==> src/rtl/nee_pkg.sv <==
`timescale 1ns / 1ps

package nee_pkg;

    localparam int VALUE_W = 8;
    localparam int BYTE_W  = 8;
    localparam int CFG_W   = 4;
    localparam int IDX_W   = 2;

    localparam logic [IDX_W-1:0] REG_EFFICIENT_LOW  = 2'd0;
    localparam logic [IDX_W-1:0] REG_EFFICIENT_HIGH = 2'd1;
    localparam logic [IDX_W-1:0] REG_ESCAPE_NIBBLE  = 2'd2;

    localparam logic [CFG_W-1:0] RST_EFFICIENT_LOW  = 4'd0;
    localparam logic [CFG_W-1:0] RST_EFFICIENT_HIGH = 4'd14;
    localparam logic [CFG_W-1:0] RST_ESCAPE_NIBBLE  = 4'd15;

    typedef struct packed {
        logic [CFG_W-1:0] efficient_low;
        logic [CFG_W-1:0] efficient_high;
        logic [CFG_W-1:0] escape_nibble;
    } nee_cfg_t;

    typedef struct packed {
        logic [BYTE_W-1:0] packed_byte;
        logic              last_of_run;
        logic              stream_end;
    } nee_entry_t;

    typedef struct packed {
        logic [1:0] count;
        nee_entry_t ent0;
        nee_entry_t ent1;
    } nee_push_t;

endpackage

==> src/rtl/nee_encode.sv <==
`timescale 1ns / 1ps

module nee_encode
    import nee_pkg::*;
#(
    parameter int NIBBLE_BITS = 4
) (
    input  logic                      aclk,
    input  logic                      aresetn,
    input  nee_cfg_t                  cfg,
    input  logic signed [VALUE_W-1:0] value,
    input  logic                      end_of_stream,
    input  logic                      consume,
    output nee_push_t                 push
);

    typedef logic [NIBBLE_BITS-1:0] nib_t;

    function automatic logic [BYTE_W-1:0] pack(input nib_t first, input nib_t second);
        logic [15:0] w;
        w = 16'({first, second});
        return w[BYTE_W-1:0];
    endfunction

    logic                      pend_valid_reg, pend_valid_next;
    nib_t                      pend_nib_reg, pend_nib_next;
    logic signed [VALUE_W:0]   sv_ext;
    logic signed [VALUE_W:0]   low_ext, high_ext;
    logic                      direct;
    logic [VALUE_W-1:0]        hi_full;
    nib_t                      nib_d, nib_hi, nib_lo, nib_esc;
    logic [1:0]                k;
    logic [BYTE_W-1:0]         byte0, byte1;

    assign sv_ext   = (VALUE_W+1)'(value);
    assign low_ext  = $signed({{(VALUE_W+1-CFG_W){1'b0}}, cfg.efficient_low});
    assign high_ext = $signed({{(VALUE_W+1-CFG_W){1'b0}}, cfg.efficient_high});
    assign direct   = (sv_ext >= low_ext) && (sv_ext <= high_ext);
    assign hi_full  = VALUE_W'(value) >> NIBBLE_BITS;
    assign nib_hi   = hi_full[NIBBLE_BITS-1:0];
    assign nib_lo   = value[NIBBLE_BITS-1:0];
    assign nib_d    = value[NIBBLE_BITS-1:0];
    assign nib_esc  = NIBBLE_BITS'(cfg.escape_nibble);

    always_comb begin
        k               = 2'd0;
        byte0           = '0;
        byte1           = '0;
        pend_valid_next = 1'b0;
        pend_nib_next   = '0;
        case ({pend_valid_reg, direct})
            2'b01: begin
                if (end_of_stream) begin
                    k     = 2'd1;
                    byte0 = pack(nib_d, nib_esc);
                end else begin
                    pend_valid_next = 1'b1;
                    pend_nib_next   = nib_d;
                end
            end
            2'b00: begin
                byte0 = pack(nib_esc, nib_hi);
                if (end_of_stream) begin
                    k     = 2'd2;
                    byte1 = pack(nib_lo, nib_esc);
                end else begin
                    k               = 2'd1;
                    pend_valid_next = 1'b1;
                    pend_nib_next   = nib_lo;
                end
            end
            2'b11: begin
                k     = 2'd1;
                byte0 = pack(pend_nib_reg, nib_d);
            end
            default: begin
                k     = 2'd2;
                byte0 = pack(pend_nib_reg, nib_esc);
                byte1 = pack(nib_hi, nib_lo);
            end
        endcase
    end

    always_comb begin
        push.count            = k;
        push.ent0.packed_byte = byte0;
        push.ent0.last_of_run = (k == 2'd1);
        push.ent0.stream_end  = end_of_stream && (k == 2'd1);
        push.ent1.packed_byte = byte1;
        push.ent1.last_of_run = 1'b1;
        push.ent1.stream_end  = end_of_stream;
    end

    always_ff @(posedge aclk) begin
        if (!aresetn) begin
            pend_valid_reg <= 1'b0;
            pend_nib_reg   <= '0;
        end else if (consume) begin
            pend_valid_reg <= pend_valid_next;
            pend_nib_reg   <= pend_nib_next;
        end
    end

endmodule

==> src/rtl/nee_outq.sv <==
`timescale 1ns / 1ps

module nee_outq
    import nee_pkg::*;
(
    input  logic              aclk,
    input  logic              aresetn,
    input  logic              push_valid,
    input  nee_push_t         push,
    output logic              push_ready,
    output logic              m_tvalid,
    input  logic              m_tready,
    output logic [BYTE_W-1:0] m_tdata,
    output logic              m_tlast,
    output logic              m_tuser
);

    logic [1:0] cnt_reg, cnt_next;
    nee_entry_t q0_reg, q0_next;
    nee_entry_t q1_reg, q1_next;
    logic       pop;
    logic [1:0] rem;
    logic [2:0] total;
    logic       push_fire;

    assign m_tvalid   = (cnt_reg != 2'd0);
    assign pop        = m_tvalid && m_tready;
    assign rem        = cnt_reg - {1'b0, pop};
    assign total      = {1'b0, rem} + {1'b0, push.count};
    assign push_ready = (total <= 3'd2);
    assign push_fire  = push_valid && push_ready;

    assign m_tdata = q0_reg.packed_byte;
    assign m_tlast = q0_reg.last_of_run;
    assign m_tuser = q0_reg.stream_end;

    always_comb begin
        q0_next  = pop ? q1_reg : q0_reg;
        q1_next  = q1_reg;
        cnt_next = rem;
        if (push_fire) begin
            cnt_next = total[1:0];
            case (rem)
                2'd0: begin
                    q0_next = push.ent0;
                    q1_next = push.ent1;
                end
                2'd1: begin
                    q1_next = push.ent0;
                end
                default: ;
            endcase
        end
    end

    always_ff @(posedge aclk) begin
        if (!aresetn) begin
            cnt_reg <= 2'd0;
        end else begin
            cnt_reg <= cnt_next;
        end
    end

    always_ff @(posedge aclk) begin
        q0_reg <= q0_next;
        q1_reg <= q1_next;
    end

endmodule

==> src/rtl/nibble_escape_encoder.sv <==
`timescale 1ns / 1ps
// Channel   Direction  Payload
// s_        in         tdata[7:0] value (signed), tlast end_of_stream
// m_        out        tdata[7:0] packed_byte, tlast last_of_run, tuser stream_end
// cfg_      in         cfg_index register, cfg_data[3:0] value
//
// One item sits in the input register and is encoded into the two-entry output queue
// in the cycle it is taken; a new item can enter every cycle while the queue has room.
// An escaped value yields up to two bytes; the output port moves one byte per cycle while
// m_tready is high, so a new item waits until the queue has room for its bytes.
// Reset clears the pending nibble, the queue and restores register defaults.
// A stall on m_tready holds the queue; s_tready drops once the queue has no room.

module nibble_escape_encoder
    import nee_pkg::*;
#(
    parameter int NIBBLE_BITS = 4
) (
    input  logic                      aclk,
    input  logic                      aresetn,
    input  logic                      s_tvalid,
    output logic                      s_tready,
    input  logic signed [VALUE_W-1:0] s_tdata,   // [7:0] value
    input  logic                      s_tlast,   // end_of_stream
    output logic                      m_tvalid,
    input  logic                      m_tready,
    output logic [BYTE_W-1:0]         m_tdata,   // [7:0] packed_byte
    output logic                      m_tlast,   // last_of_run
    output logic                      m_tuser,   // [0] stream_end
    input  logic                      cfg_valid,
    output logic                      cfg_ready,
    input  logic [IDX_W-1:0]          cfg_index,
    input  logic [CFG_W-1:0]          cfg_data
);

    nee_cfg_t                  cfg_reg;
    logic                      a_valid_reg;
    logic signed [VALUE_W-1:0] a_value_reg;
    logic                      a_eos_reg;
    logic                      push_ready;
    logic                      consume;
    nee_push_t                 push;

    assign cfg_ready = 1'b1;
    assign consume   = a_valid_reg && push_ready;
    assign s_tready  = !a_valid_reg || consume;

    always_ff @(posedge aclk) begin
        if (!aresetn) begin
            cfg_reg.efficient_low  <= RST_EFFICIENT_LOW;
            cfg_reg.efficient_high <= RST_EFFICIENT_HIGH;
            cfg_reg.escape_nibble  <= RST_ESCAPE_NIBBLE;
        end else if (cfg_valid && cfg_ready) begin
            case (cfg_index)
                REG_EFFICIENT_LOW:  cfg_reg.efficient_low  <= cfg_data;
                REG_EFFICIENT_HIGH: cfg_reg.efficient_high <= cfg_data;
                REG_ESCAPE_NIBBLE:  cfg_reg.escape_nibble  <= cfg_data;
                default: ;
            endcase
        end
    end

    always_ff @(posedge aclk) begin
        if (!aresetn) begin
            a_valid_reg <= 1'b0;
        end else if (s_tvalid && s_tready) begin
            a_valid_reg <= 1'b1;
        end else if (consume) begin
            a_valid_reg <= 1'b0;
        end
    end

    always_ff @(posedge aclk) begin
        if (s_tvalid && s_tready) begin
            a_value_reg <= s_tdata;
            a_eos_reg   <= s_tlast;
        end
    end

    nee_encode #(
        .NIBBLE_BITS(NIBBLE_BITS)
    ) u_encode (
        .aclk          (aclk),
        .aresetn       (aresetn),
        .cfg           (cfg_reg),
        .value         (a_value_reg),
        .end_of_stream (a_eos_reg),
        .consume       (consume),
        .push          (push)
    );

    nee_outq u_outq (
        .aclk       (aclk),
        .aresetn    (aresetn),
        .push_valid (a_valid_reg),
        .push       (push),
        .push_ready (push_ready),
        .m_tvalid   (m_tvalid),
        .m_tready   (m_tready),
        .m_tdata    (m_tdata),
        .m_tlast    (m_tlast),
        .m_tuser    (m_tuser)
    );

endmodule

==> config.mk <==
export PLATFORM = sky130hd
export DESIGN_NAME = nibble_escape_encoder
export DESIGN_NICKNAME = d
export VERILOG_FILES = /design/src/rtl/nee_pkg.sv /design/src/rtl/nee_encode.sv /design/src/rtl/nee_outq.sv /design/src/rtl/nibble_escape_encoder.sv
export SDC_FILE = /design/constraint.sdc
export NUM_CORES = 1
export LEC_CHECK = 0
export BUFFER_PORTS_ARGS = -buffer_cell sky130_fd_sc_hd__buf_2
export CORE_ASPECT_RATIO = 1.2
export CORE_UTILIZATION = 52
export DETAILED_ROUTE_END_ITERATION = 10
export PLACE_DENSITY = 0.75
export SLEW_MARGIN = 30
export SYNTH_ARGS = -nofsm -noshare
export SYNTH_HDL_FRONTEND = slang
export SYNTH_HIERARCHICAL = 1
export SYNTH_SLANG_ARGS = --single-unit
==> constraint.sdc <==
create_clock -name aclk -period 3.23 [get_ports aclk]
set_clock_uncertainty 0.1 [all_clocks]
set_input_delay 0.1615 -clock aclk [delete_from_list [all_inputs] [get_ports aclk]]
set_output_delay 0.1615 -clock aclk [all_outputs]
set_load 0.03 [all_outputs]
==> impl_metrics.json <==
{
  "avgViaCountPerCell": 5.66,
  "outcome": "finished with violations",
  "netlist_area_um2": 2780,
  "die_h_um": 82.1,
  "clkLatencyLatePin_ps": 300,
  "crit_type": "register to register",
  "hold_viol": 0,
  "drive_gt1_share_pct": 39.9,
  "synth_top_family_by_area": "multiplexers",
  "antenna_found_initial": 0,
  "yosys.area_share.simple_pct": 16.7,
  "critPathRequiredTime_ps": 3320,
  "coreArea_um2": 5040,
  "hold_start": "cfg_data[3]",
  "largest_reg_flops": 12,
  "async_flop_share_pct": 0,
  "grt_pass1_wl_um": 9230,
  "fin_util_pct": 69.0,
  "p_leak_nw": 1.49,
  "synth_xor_area_share_pct": 0.630,
  "remaining_drc_errors": 0,
  "relSlewSlack_pct": 35.7,
  "grt_max_degree": 26,
  "yosys-mux-area-fraction_pct": 18.2,
  "initial_core_util_pct": 55.1,
  "reg2reg_from": "a_value_reg[0]",
  "antenna_left": 0,
  "diodes": 0,
  "synthAdderAreaFrac_pct": 4.77,
  "vias": 2184,
  "ir_worst_vdd_mv": 0.302,
  "dp_hpwl_um": 4320,
  "max_freq_ghz": 0.286,
  "r2r_slack_ps": -260,
  "rr_endpoint": "u_outq/m_tdata[6]",
  "finalSetupViolations": 36,
  "reg2reg_depth": 14,
  "port_buffers": 31,
  "crit_path_end_kind": "register",
  "fin_crit_sh_pct": 108,
  "netlist_instances": 261,
  "rsz0062_at_grt": "true",
  "synth_edf_count": 19,
  "tightest_slew_ps": 959,
  "synth.area.top_cells": "dfxtp_1 22%, edfxtp_1 21%, mux2_2 8.5%",
  "synth_largest_area_cell": "dfxtp_1",
  "hold_depth": 3,
  "io_pins": 33,
  "min_path_type": "primary input to register",
  "yosys.cell_types.count": 57,
  "syn_area_per_cell_um2": 10.7,
  "p_per_area_nw_per_um2": 554,
  "synth_top_area_share_pct": 21.6,
  "dieArea_um2": 5640,
  "area_growth_pct": 25.3,
  "ys_seq_area_share_pct": 42.1,
  "setup-tns-final_ps": -6610,
  "maxCapViolations": 0,
  "cts.sinks": 49,
  "grt_pass1_vias": 1992,
  "die_w_um": 68.8,
  "cts_made_buffers": 5,
  "cts_buffer_depth": 2,
  "setup_slack_ps": -261,
  "worst_setup_path_start_kind": "register",
  "fin_crit_ps": 3490,
  "synth-compound-area-share_pct": 11.4,
  "ys_seq_elements": 49,
  "wirelength_um": 6160,
  "cts_htree_levels": 2,
  "crit_arrival_ps": 3580,
  "num_rows": 28,
  "ys.flop_type": "dfxtp_1",
  "failed_checks": "setup timing",
  "p_total_mw": 1.93,
  "drt_pass1_iterations": 4,
  "grt-ovfl-total": 0,
  "cts-root-buf": "clkbuf_8",
  "slew_viol_final": 0,
  "nets": 355,
  "wl_per_cell_um": 16.0,
  "path_max_fanout": 5,
  "clk_pin_slew_ps": 80,
  "yosysWarnings": 6,
  "drtIter0Drc": 70,
  "postSynthNetCount": 291,
  "gp_congestion": 0.878,
  "grt_use_total_pct": 22.5,
  "cts_tree": "done",
  "hold_end": "cfg_reg[11]"
}
==> power breakdown <==
| group | switching [mW] | internal (mW) | leakage, nW |
|---|---|---|---|
| clock | 0.195 | 0.229 | 0.0528 |
| sequential | 0.0468 | 0.750 | 0.429 |
| combinational | 0.363 | 0.345 | 1.00 |
| total | 0.605 | 1.32 | 1.49 |
==> worst max path at each step <==
stage                        start                end  slack [ps]  depth (start not counted)
finish              a_value_reg[0]  u_outq/m_tdata[6]        -260                         14
global route        a_value_reg[0]  u_outq/m_tdata[7]        -370                         14
CTS                 a_value_reg[1]           s_tready        -250                         13
detailed placement  a_value_reg[1]  u_outq/m_tdata[6]        -200                         13
global placement    a_value_reg[1]  u_outq/m_tdata[7]        -140                         13
floorplan           a_value_reg[1]  u_outq/m_tdata[0]        -220                         13
==> synthesized netlist by cell type, types with 2 or more instances <==
library cell	n
a22oi_1	7
conb_1	2
nor2_1	15
a41oi_1	2
a21boi_0	4
a2bb2oi_1	2
nand3b_1	2
nand3_1	5
buf_2	3
o21a_1	3
mux2_2	21
mux2_4	10
nand4b_1	2
and2_1	3
xor2_1	2
o211ai_1	2
nand2_1	19
dfxtp_1	30
nand4_1	7
edfxtp_1	19
nand2b_1	6
a21oi_1	8
buf_6	4
a32oi_1	2
mux2i_1	12
inv_1	12
ha_1	9
o21ai_0	3
buf_4	5
nor2b_1	11
clkbuf_1	3
==> worst max-delay path, cell delays in order, from the launching register on <==
cell and delay [ps]:
edfxtp_1 420, inv_2 100, ha_1 250, nand2b_4 150, a21oi_4 130, o21a_1 230, nor2_4 60, xor2_1 170
ha_2 200, inv_2 40, fa_2 590, o211ai_4 80, or3b_4 400, buf_6 150, mux2_4 290
==> what timing repair did <==
action	4_1_cts	5_1_grt
pin swaps	2	6
setup endpoints to repair	25	38
buffers inserted	1	6
hold buffers	9	0
gates resized for setup	4	23
gates cloned	1	1
endpoints found under the hold margin	9	0
==> through the flow <==
stage               area (um^2)  instances  worst slack, ps  hold WS (ps)
floorplan                  2810        261             -221           160
global route               3480        386             -373          12.7
CTS                        3340        379             -247          4.69
detailed placement         3120        360             -197           240
finish                     3480        386             -261          12.7
global placement           3120        360             -136           238
==> per-layer routing <==
layer  up-vias  share of wire [%]  track usage [%]
met4         0                2.8             10.2
li1       1064                  -                -
met2        62                 54             40.8
met1      1044                 40             24.9
met3        14                3.3             4.26
met5         -                  0                0
==> area by class of cell <==
type	instances	area (um^2)
flip-flops and latches	49	1170
clock inverters	2	33.8
inverters	14	52.6
well taps	60	75.1
fillers	383	1560
multi-input cells	183	1560
clock buffers	6	72.6
repair buffers	72	519
==> cells by family (layout without fill, tap and decap cells) <==
family / Yosys count / count (layout)
compound gates: 42 / 42
xor+xnor: 2 / 2
fa+ha+maj: 10 / 10
buf+inv: 30 / 94
flops: 49 / 49
mux: 43 / 43
other cells: 2 / 2
simple gates: 83 / 84
==> placed cells by master (no fill, tap or decap), types with 3 or more instances in the layout <==
master         Yosys  routed
a21oi_1            8       4
a21oi_2            0       3
edfxtp_1          19      19
nand4_1            7       7
nor2b_1           11      11
o21ai_0            3       3
mux2i_1           12      12
nand2_1           19      19
mux2_2            21      21
nand3_1            5       4
buf_2              3      30
dlygate4sd3_1      0       9
buf_4              5      27
inv_2              1       3
nand2b_1           6       4
buf_6              4       5
dfxtp_1           30      30
clkbuf_8           0       5
ha_1               9       5
inv_1             12      10
ha_4               0       3
mux2_4            10      10
nor2_1            15      15
a22oi_1            7       7
o21a_1             3       3
No activity file was read; power rests on OpenSTA's default activity.
